**src/rtl/core/lifegen_pkg.sv**
```systemverilog
`timescale 1ns / 1ps

package lifegen_pkg;

   localparam int MAX_COLS         = 32;
   localparam int MAX_ROWS_DEFAULT = 1024;
   localparam int COL_W            = (MAX_COLS > 1) ? $clog2(MAX_COLS) : 1;
   localparam int QUEUE_DEPTH      = 2;

   localparam int ROWS_REG_W = 11;
   localparam int COLS_REG_W = 6;
   localparam int CSR_DATA_W = 11;
   localparam int CSR_ADDR_W = 1;

   typedef enum logic [CSR_ADDR_W-1:0] {
      CSR_BOARD_ROWS = 1'b0,
      CSR_BOARD_COLS = 1'b1
   } csr_index_type;

   localparam logic [3:0] BIRTH_COUNT  = 4'd3;
   localparam logic [3:0] SURVIVE_LOW  = 4'd2;
   localparam logic [3:0] SURVIVE_HIGH = 4'd3;

   typedef logic [MAX_COLS-1:0] row_type;

   // One queued job: up to two runs of cells. The first run lies on the middle
   // row, the flush run covers the whole lower row once the board ends.
   typedef struct packed {
      row_type          row_above;
      row_type          row_mid;
      row_type          row_low;
      logic             run_valid;
      logic [COL_W-1:0] run_first;
      logic [COL_W-1:0] run_last;
      logic             flush_valid;
      logic [COL_W-1:0] cols_last;
   } work_type;

endpackage

```
**src/rtl/core/lifegen_front.sv**
```systemverilog
`timescale 1ns / 1ps

module lifegen_front #(
   parameter int MAX_ROWS = lifegen_pkg::MAX_ROWS_DEFAULT
) (
   input  logic                                clock,
   input  logic                                reset,
   input  logic                                cell_valid,
   input  logic                                cell_alive,
   output logic                                cell_ready,
   input  logic                                csr_we,
   input  lifegen_pkg::csr_index_type          csr_index,
   input  logic [lifegen_pkg::CSR_DATA_W-1:0]  csr_wdata,
   output logic                                push_valid,
   output lifegen_pkg::work_type               push_work,
   input  logic                                push_ready
);

   localparam int ROW_W = (MAX_ROWS > 1) ? $clog2(MAX_ROWS) : 1;
   localparam int COL_W = lifegen_pkg::COL_W;

   logic [ROW_W-1:0]     rows_last_ff, rows_last_in;
   logic [COL_W-1:0]     cols_last_ff, cols_last_in;
   lifegen_pkg::row_type col_mask_ff, col_mask_in;
   logic [ROW_W-1:0]     row_ff;
   logic [COL_W-1:0]     col_ff;
   lifegen_pkg::row_type prev2_ff, prev1_ff, cur_ff, cur_snap;
   logic                 accept;
   logic                 row_end;
   int                   rows_eff;
   int                   cols_eff;

   assign cell_ready = push_ready;
   assign accept     = cell_valid && cell_ready;
   assign row_end    = (col_ff == cols_last_ff);

   always_comb begin
      rows_eff = int'(csr_wdata[lifegen_pkg::ROWS_REG_W-1:0]);
      if (rows_eff == 0) begin
         rows_eff = 1;
      end
      if (rows_eff > MAX_ROWS) begin
         rows_eff = MAX_ROWS;
      end
      cols_eff = int'(csr_wdata[lifegen_pkg::COLS_REG_W-1:0]);
      if (cols_eff == 0) begin
         cols_eff = 1;
      end
      if (cols_eff > lifegen_pkg::MAX_COLS) begin
         cols_eff = lifegen_pkg::MAX_COLS;
      end
      rows_last_in = ROW_W'(rows_eff - 1);
      cols_last_in = COL_W'(cols_eff - 1);
      for (int i = 0; i < lifegen_pkg::MAX_COLS; i++) begin
         col_mask_in[i] = (i < cols_eff);
      end
   end

   always_comb begin
      cur_snap         = cur_ff;
      cur_snap[col_ff] = cell_alive;
   end

   always_comb begin
      push_work.row_above   = (row_ff > ROW_W'(1)) ? (prev2_ff & col_mask_ff) : '0;
      push_work.row_mid     = (row_ff != '0) ? (prev1_ff & col_mask_ff) : '0;
      push_work.row_low     = cur_snap & col_mask_ff;
      push_work.run_valid   = (row_ff != '0) && ((col_ff != '0) || row_end);
      push_work.run_first   = (col_ff == '0) ? '0 : col_ff - COL_W'(1);
      push_work.run_last    = row_end ? col_ff : col_ff - COL_W'(1);
      push_work.flush_valid = row_end && (row_ff == rows_last_ff);
      push_work.cols_last   = cols_last_ff;
      push_valid = accept && (push_work.run_valid || push_work.flush_valid);
   end

   always_ff @(posedge clock) begin
      if (reset) begin
         rows_last_ff <= '0;
         cols_last_ff <= '0;
         col_mask_ff  <= lifegen_pkg::row_type'(1);
         row_ff       <= '0;
         col_ff       <= '0;
      end else if (csr_we) begin
         unique case (csr_index)
            lifegen_pkg::CSR_BOARD_ROWS: begin
               rows_last_ff <= rows_last_in;
            end
            lifegen_pkg::CSR_BOARD_COLS: begin
               cols_last_ff <= cols_last_in;
               col_mask_ff  <= col_mask_in;
            end
         endcase
         row_ff <= '0;
         col_ff <= '0;
      end else if (accept) begin
         if (row_end) begin
            col_ff <= '0;
            row_ff <= (row_ff == rows_last_ff) ? '0 : row_ff + ROW_W'(1);
         end else begin
            col_ff <= col_ff + COL_W'(1);
         end
      end
   end

   always_ff @(posedge clock) begin
      if (accept) begin
         cur_ff <= cur_snap;
         if (row_end) begin
            prev2_ff <= prev1_ff;
            prev1_ff <= cur_snap;
         end
      end
   end

endmodule

```
**src/rtl/core/lifegen_fifo.sv**
```systemverilog
`timescale 1ns / 1ps

module lifegen_fifo (
   input  logic                  clock,
   input  logic                  reset,
   input  logic                  push_valid,
   input  lifegen_pkg::work_type push_work,
   output logic                  push_ready,
   output logic                  pop_valid,
   output lifegen_pkg::work_type pop_work,
   input  logic                  pop
);

   localparam int DEPTH = lifegen_pkg::QUEUE_DEPTH;
   localparam int PTR_W = (DEPTH > 1) ? $clog2(DEPTH) : 1;
   localparam int CNT_W = $clog2(DEPTH + 1);

   lifegen_pkg::work_type slots [DEPTH];
   logic [PTR_W-1:0]      wr_ptr_ff, rd_ptr_ff;
   logic [CNT_W-1:0]      count_ff;
   logic                  do_push, do_pop;

   assign push_ready = (count_ff != CNT_W'(DEPTH));
   assign pop_valid  = (count_ff != '0);
   assign pop_work   = slots[rd_ptr_ff];
   assign do_push    = push_valid && push_ready;
   assign do_pop     = pop && pop_valid;

   always_ff @(posedge clock) begin
      if (reset) begin
         wr_ptr_ff <= '0;
         rd_ptr_ff <= '0;
         count_ff  <= '0;
      end else begin
         if (do_push) begin
            wr_ptr_ff <= (wr_ptr_ff == PTR_W'(DEPTH - 1)) ? '0 : wr_ptr_ff + PTR_W'(1);
         end
         if (do_pop) begin
            rd_ptr_ff <= (rd_ptr_ff == PTR_W'(DEPTH - 1)) ? '0 : rd_ptr_ff + PTR_W'(1);
         end
         if (do_push && !do_pop) begin
            count_ff <= count_ff + CNT_W'(1);
         end else if (do_pop && !do_push) begin
            count_ff <= count_ff - CNT_W'(1);
         end
      end
   end

   always_ff @(posedge clock) begin
      if (do_push) begin
         slots[wr_ptr_ff] <= push_work;
      end
   end

endmodule

```
**src/rtl/core/lifegen_back.sv**
```systemverilog
`timescale 1ns / 1ps

module lifegen_back (
   input  logic                  clock,
   input  logic                  reset,
   input  logic                  work_valid,
   input  lifegen_pkg::work_type work_head,
   output logic                  work_pop,
   output logic                  out_valid,
   output logic                  out_alive,
   output logic                  out_end,
   output logic                  out_done,
   input  logic                  out_ready
);

   localparam int COL_W = lifegen_pkg::COL_W;
   localparam int EXT_W = lifegen_pkg::MAX_COLS + 2;

   lifegen_pkg::work_type work_ff;
   logic                  busy_ff;
   logic                  flush_ff;
   logic [COL_W-1:0]      k_ff;
   logic                  out_valid_ff;
   logic                  out_alive_ff, out_end_ff, out_done_ff;

   lifegen_pkg::row_type  up_row, mid_row, low_row;
   logic [EXT_W-1:0]      up_ext, mid_ext, low_ext;
   logic [2:0]            up_win, mid_win, low_win;
   logic [3:0]            neighbors;
   logic                  next_alive;
   logic                  out_free, step, last_in_run, to_flush, work_done, load;

   assign out_free = !out_valid_ff || out_ready;
   assign step     = busy_ff && out_free;

   always_comb begin
      if (flush_ff) begin
         up_row  = work_ff.row_mid;
         mid_row = work_ff.row_low;
         low_row = '0;
      end else begin
         up_row  = work_ff.row_above;
         mid_row = work_ff.row_mid;
         low_row = work_ff.row_low;
      end
      up_ext  = {1'b0, up_row, 1'b0};
      mid_ext = {1'b0, mid_row, 1'b0};
      low_ext = {1'b0, low_row, 1'b0};
      up_win  = up_ext[k_ff +: 3];
      mid_win = mid_ext[k_ff +: 3];
      low_win = low_ext[k_ff +: 3];
      neighbors = 4'(up_win[0]) + 4'(up_win[1]) + 4'(up_win[2])
                + 4'(mid_win[0]) + 4'(mid_win[2])
                + 4'(low_win[0]) + 4'(low_win[1]) + 4'(low_win[2]);
      if (mid_win[1]) begin
         next_alive = (neighbors >= lifegen_pkg::SURVIVE_LOW)
                   && (neighbors <= lifegen_pkg::SURVIVE_HIGH);
      end else begin
         next_alive = (neighbors == lifegen_pkg::BIRTH_COUNT);
      end
   end

   always_comb begin
      last_in_run = flush_ff ? (k_ff == work_ff.cols_last) : (k_ff == work_ff.run_last);
      to_flush    = !flush_ff && last_in_run && work_ff.flush_valid;
      work_done   = last_in_run && !to_flush;
      load        = work_valid && (!busy_ff || (step && work_done));
   end

   assign work_pop  = load;
   assign out_valid = out_valid_ff;
   assign out_alive = out_alive_ff;
   assign out_end   = out_end_ff;
   assign out_done  = out_done_ff;

   always_ff @(posedge clock) begin
      if (reset) begin
         busy_ff      <= 1'b0;
         out_valid_ff <= 1'b0;
      end else begin
         if (out_free) begin
            out_valid_ff <= step;
         end
         if (load) begin
            busy_ff <= 1'b1;
         end else if (step && work_done) begin
            busy_ff <= 1'b0;
         end
      end
   end

   always_ff @(posedge clock) begin
      if (step) begin
         out_alive_ff <= next_alive;
         out_end_ff   <= work_done;
         out_done_ff  <= flush_ff && last_in_run;
      end
      if (load) begin
         work_ff  <= work_head;
         flush_ff <= !work_head.run_valid;
         k_ff     <= work_head.run_valid ? work_head.run_first : '0;
      end else if (step && to_flush) begin
         flush_ff <= 1'b1;
         k_ff     <= '0;
      end else if (step && !work_done) begin
         k_ff <= k_ff + COL_W'(1);
      end
   end

endmodule

```
**src/rtl/core/life_automaton_generation.sv**
```systemverilog
`timescale 1ns / 1ps
// Channel   Direction  Ports             Payload
// req       in         req_t*            tdata[0] cell_alive
// rsp       out        rsp_t*            tdata[0] next_alive, tlast end_of_run,
//                                        tuser board_done
// csr       in         csr_we/addr/wdata 0 board_rows, 1 board_cols
//
// One cell is accepted per cycle while the two-entry job queue has room; a result
// leaves at most one per cycle from the back end's output register.
// The input that ends the board queues a flush of the last row, one result per column.
// Reset clears positions, queue and output valid; sizes return to one by one.
// A stalled result channel fills the queue and then holds req_tready low.

module life_automaton_generation #(
   parameter int MAX_ROWS = lifegen_pkg::MAX_ROWS_DEFAULT
) (
   input  logic                                clock,
   input  logic                                reset,
   input  logic                                req_tvalid,
   output logic                                req_tready,
   input  logic [7:0]                          req_tdata,  // [0] cell_alive
   output logic                                rsp_tvalid,
   input  logic                                rsp_tready,
   output logic [7:0]                          rsp_tdata,  // [0] next_alive
   output logic                                rsp_tlast,
   output logic                                rsp_tuser,  // [0] board_done
   input  logic                                csr_we,
   input  logic [lifegen_pkg::CSR_ADDR_W-1:0]  csr_addr,
   input  logic [lifegen_pkg::CSR_DATA_W-1:0]  csr_wdata
);

   lifegen_pkg::work_type push_work, head_work;
   logic                  push_valid, push_ready, head_valid, head_pop;
   logic                  next_alive;

   lifegen_front #(
      .MAX_ROWS (MAX_ROWS)
   ) u_front (
      .clock      (clock),
      .reset      (reset),
      .cell_valid (req_tvalid),
      .cell_alive (req_tdata[0]),
      .cell_ready (req_tready),
      .csr_we     (csr_we),
      .csr_index  (lifegen_pkg::csr_index_type'(csr_addr)),
      .csr_wdata  (csr_wdata),
      .push_valid (push_valid),
      .push_work  (push_work),
      .push_ready (push_ready)
   );

   lifegen_fifo u_fifo (
      .clock      (clock),
      .reset      (reset),
      .push_valid (push_valid),
      .push_work  (push_work),
      .push_ready (push_ready),
      .pop_valid  (head_valid),
      .pop_work   (head_work),
      .pop        (head_pop)
   );

   lifegen_back u_back (
      .clock      (clock),
      .reset      (reset),
      .work_valid (head_valid),
      .work_head  (head_work),
      .work_pop   (head_pop),
      .out_valid  (rsp_tvalid),
      .out_alive  (next_alive),
      .out_end    (rsp_tlast),
      .out_done   (rsp_tuser),
      .out_ready  (rsp_tready)
   );

   assign rsp_tdata = {7'b0, next_alive};

endmodule

```
**config.mk**
```make
export PLATFORM = sky130hd
export DESIGN_NAME = life_automaton_generation
export DESIGN_NICKNAME = d
export VERILOG_FILES = /design/src/rtl/core/lifegen_pkg.sv /design/src/rtl/core/lifegen_front.sv /design/src/rtl/core/lifegen_fifo.sv /design/src/rtl/core/lifegen_back.sv /design/src/rtl/core/life_automaton_generation.sv
export SDC_FILE = /design/constraint.sdc
export NUM_CORES = 1
export LEC_CHECK = 0
export BUFFER_PORTS_ARGS = -buffer_cell sky130_fd_sc_hd__buf_2
export CORE_MARGIN = 3
export CORE_UTILIZATION = 38
export CTS_BUF_LIST = sky130_fd_sc_hd__clkbuf_2
export DETAILED_ROUTE_END_ITERATION = 6
export GPL_ROUTABILITY_DRIVEN = 0
export SETUP_SLACK_MARGIN = 0.4
export SLEW_MARGIN = 10
export SYNTH_ARGS = -nofsm -noshare
export SYNTH_HDL_FRONTEND = slang
export SYNTH_SLANG_ARGS = --single-unit
```
**constraint.sdc**
```tcl
create_clock -name clock -period 8 [get_ports clock]
set_clock_uncertainty 0.15 [all_clocks]
set_input_delay 1.6 -clock clock [delete_from_list [all_inputs] [get_ports clock]]
set_output_delay 1.6 -clock clock [all_outputs]
set_load 0.02 [all_outputs]
```
==> metrics <==
Die ar. 62570 um^2; ys async rst share 0%; hold buffer count at cts 0; drt via density 5.445; first-pass GRT wire length 83.71 mm; synth warn 0; clock sink count 507; complex-gate fraction of the synthesized area 4.513%; pin count of the biggest net entering global routing 114; Yosys top cell by area edfxtp_1; remaining global-route overflow 0; Initial Utilization 38.81%; mux share of post-synthesis cell area 16.76%; Crit path depth 15; CTS Buf Count 132; Yosys cell types 64; Design Power 8712 uW; hold depth 0; critical path type reg2reg; hold_ws 0.2539 ns; drt pass-1 iters 6; Routed Wire Length 55.87 mm; share of post-route cells with drive strength above 1 29.05%; register area 14540 um^2; slowest CP cell edfxtp_1; vias in the first global route 13583; final setup TNS 0 ns; crit path launch u_back.flush_ff; DIE WIDTH 250.1 um; Max Fclk 165.0 MHz; port bufs 22; VDD IR max 0.0001767 V; Area Overhead vs Synth 8.955%; drt first-iter violations 1089; Placement Rows 88; Tmin final 6.061 ns; CP max stage delay 0.96 ns; Worst-Margin Slew 1.120 ns; run status complete, no violations; vias 13384; largest family of logic cells by synthesized area multiplexers; post-cts sizing count 0; die height 250.1 um; HPWL after detailed placement 34.74 mm; Critical Path RT 8.93 ns; Tightest Hold Check Type reg2reg; P_leak 0.008779 uW; Core ar. 58360 um^2; number of buffers and inverters on the critical path 2; clk root buf clkbuf_2; max_cap viols 0; Hold Fails Final Rpt 0; cell area after layout 24680 um^2; Multi-input gate area 7569 um^2; Max Slew Vio Count 0; GRT Total Usage 17.84%; Crit path top cell by count fa_1; Final setup viols 0; Power Dens Cells 353.0 nW/um^2; synth cell count leaders edfxtp_1, mux2_2, nor2_1; initial antenna violation count 3; Post-Synth Simple-Gate Area 8.855%; CP endpoint kind flip-flop; adder-cell area share of the yosys netlist 1.293%; post-CTS setup buffers 0; Ports 37; crit path cell chain buf_4 > mux4_2 > mux2_2 > o21ai_0 > and3_1 > nor3_1 > ha_1 > fa_1 > inv_1 > fa_1 > fa_1 > fa_1 > nor2_1 > nand3_1 > a221oi_1; post-route ant nets 0; sequential cell area fraction in the yosys report 64.17%; unrepaired setup endpoints after global routing false; dpl cell area 23450 um^2; clk slew on worst S/H paths 0.11 ns; worst skew pair latency 1.25 ns; Layout fillers 5320; Place WS 1.887 ns; EDFF count, synth 438; Final WS setup 1.939 ns; clock tree from TritonCTS yes; Startpoint Class flip-flop; most common cell in the netlist edfxtp_1; ranking of synthesized cells by area edfxtp_1, mux2_2, mux4_2; worst reg-to-reg path cell count 15; CP max FO 29; synthesis-stage register bit count 507; XOR/XNOR Fraction of Synth Area 1.817%; Max clock buf depth 3; H-tree Lvls 4; WP data arrival 6.99 ns; hold wc startpoint u_front.prev1_ff[26]; synthesized area per cell 14.96 um^2; DRC Markers 0; nets@finish 1642; relative slew slack 25.32%; Top Family by Delay on Critical Path adder cells; r2r startpoint u_back.flush_ff; Avg WL per Cell 22.73 um; Syn Std Cell Area 22650 um^2; final worst-path cycle share 75.77%; share of the synthesized area in the top cell type 58.07%; Post-synth top flop edfxtp_1; Post-Syn Instances 1514
[routing by layer]
metal  GRT usage [%]  vias up  share of wire (%)
met2           27.96      512                 48
met1           23.90     6738                 43
met4           7.170        0                2.3
li1                -     6055                  -
met3           4.382       79                7.0
met5               0        -                  0
[layout make-up]
| cell class | count | area share [%] |
|---|---|---|
| Inverter | 24 | 0.3752 |
| Antenna cell | 6 | 0.06084 |
| Sequential cell | 507 | 58.91 |
| Clock inverter | 31 | 0.9836 |
| Multi-Input combinational cell | 888 | 30.67 |
| Clock buffer | 194 | 3.934 |
| Timing Repair Buffer | 43 | 1.186 |
| Tap cell | 765 | 3.879 |
[state kept, by name (all words and copies together), names as in the netlist, 10 cells and up, named ones only]
register and cells:
u_front.cur_ff 32, u_back.work_ff 107, u_front.row_ff 10, u_front.prev1_ff 32
u_front.col_mask_ff 32, u_front.prev2_ff 32, u_fifo.slots 226, u_front.rows_last_ff 10
[through the flow]
stage / cells / utilization, %
2_1_floorplan: 1520 / -
3_3_place_gp: 2227 / 40.18
3_5_place_dp: 2227 / 40.18
4_1_cts: 2452 / 42.26
5_1_grt: 2453 / 42.27
6_report: 2458 / 42.29
[worst paths after layout]
kind	end	slack, ns
setup / recovery	u_back.out_alive	1.94
hold reg to reg	u_front.prev2_ff[26]	0.25
setup reg to reg	u_back.out_alive	1.94
hold / removal	u_front.prev2_ff[26]	0.25
[placed cells by master, fill, tap and decap left out, types with 7 or more instances in the layout]
| master | n |
|---|---|
| a21oi_1 | 41 |
| mux4_2 | 71 |
| edfxtp_1 | 438 |
| xnor2_1 | 30 |
| o22ai_1 | 9 |
| mux2_2 | 151 |
| xor2_1 | 17 |
| mux2i_1 | 39 |
| nor2_1 | 100 |
| o21ai_0 | 17 |
| ha_1 | 17 |
| nand2_1 | 86 |
| inv_1 | 19 |
| a311oi_1 | 7 |
| dfxtp_1 | 68 |
| and2_1 | 35 |
| nor3_1 | 22 |
| buf_4 | 19 |
| or3_1 | 8 |
| conb_1 | 7 |
| clkinv_1 | 19 |
| nand4_1 | 12 |
| nand3_1 | 16 |
| and3_1 | 68 |
| inv_2 | 7 |
| clkbuf_2 | 194 |
| nor2b_1 | 14 |
| a211oi_1 | 24 |
| buf_2 | 22 |
| nand2b_1 | 11 |
[worst register-to-register path: cells and delay by family (launching register included)]
| family | cells | cell delay (ns) |
|---|---|---|
| fa+ha+maj | 5 | 2.25 |
| compound gates | 2 | 0.61 |
| flops | 1 | 0.96 |
| buf+inv | 2 | 0.60 |
| simple gates | 4 | 0.45 |
| mux | 2 | 0.90 |
[report_power, final]
part           total [uW]  switching [uW]  internal [uW]
registers            3960             473           3490
clock network        1800            1030            775
logic                2950            1550           1400
[logic make-up after synthesis]
family | after synthesis
fa+ha+maj | 21
compound gates | 149
other cells | 1
flops | 507
xor+xnor | 47
simple gates | 399
mux | 265
buf+inv | 125
Note: power is estimated with default switching activity, not from simulation.
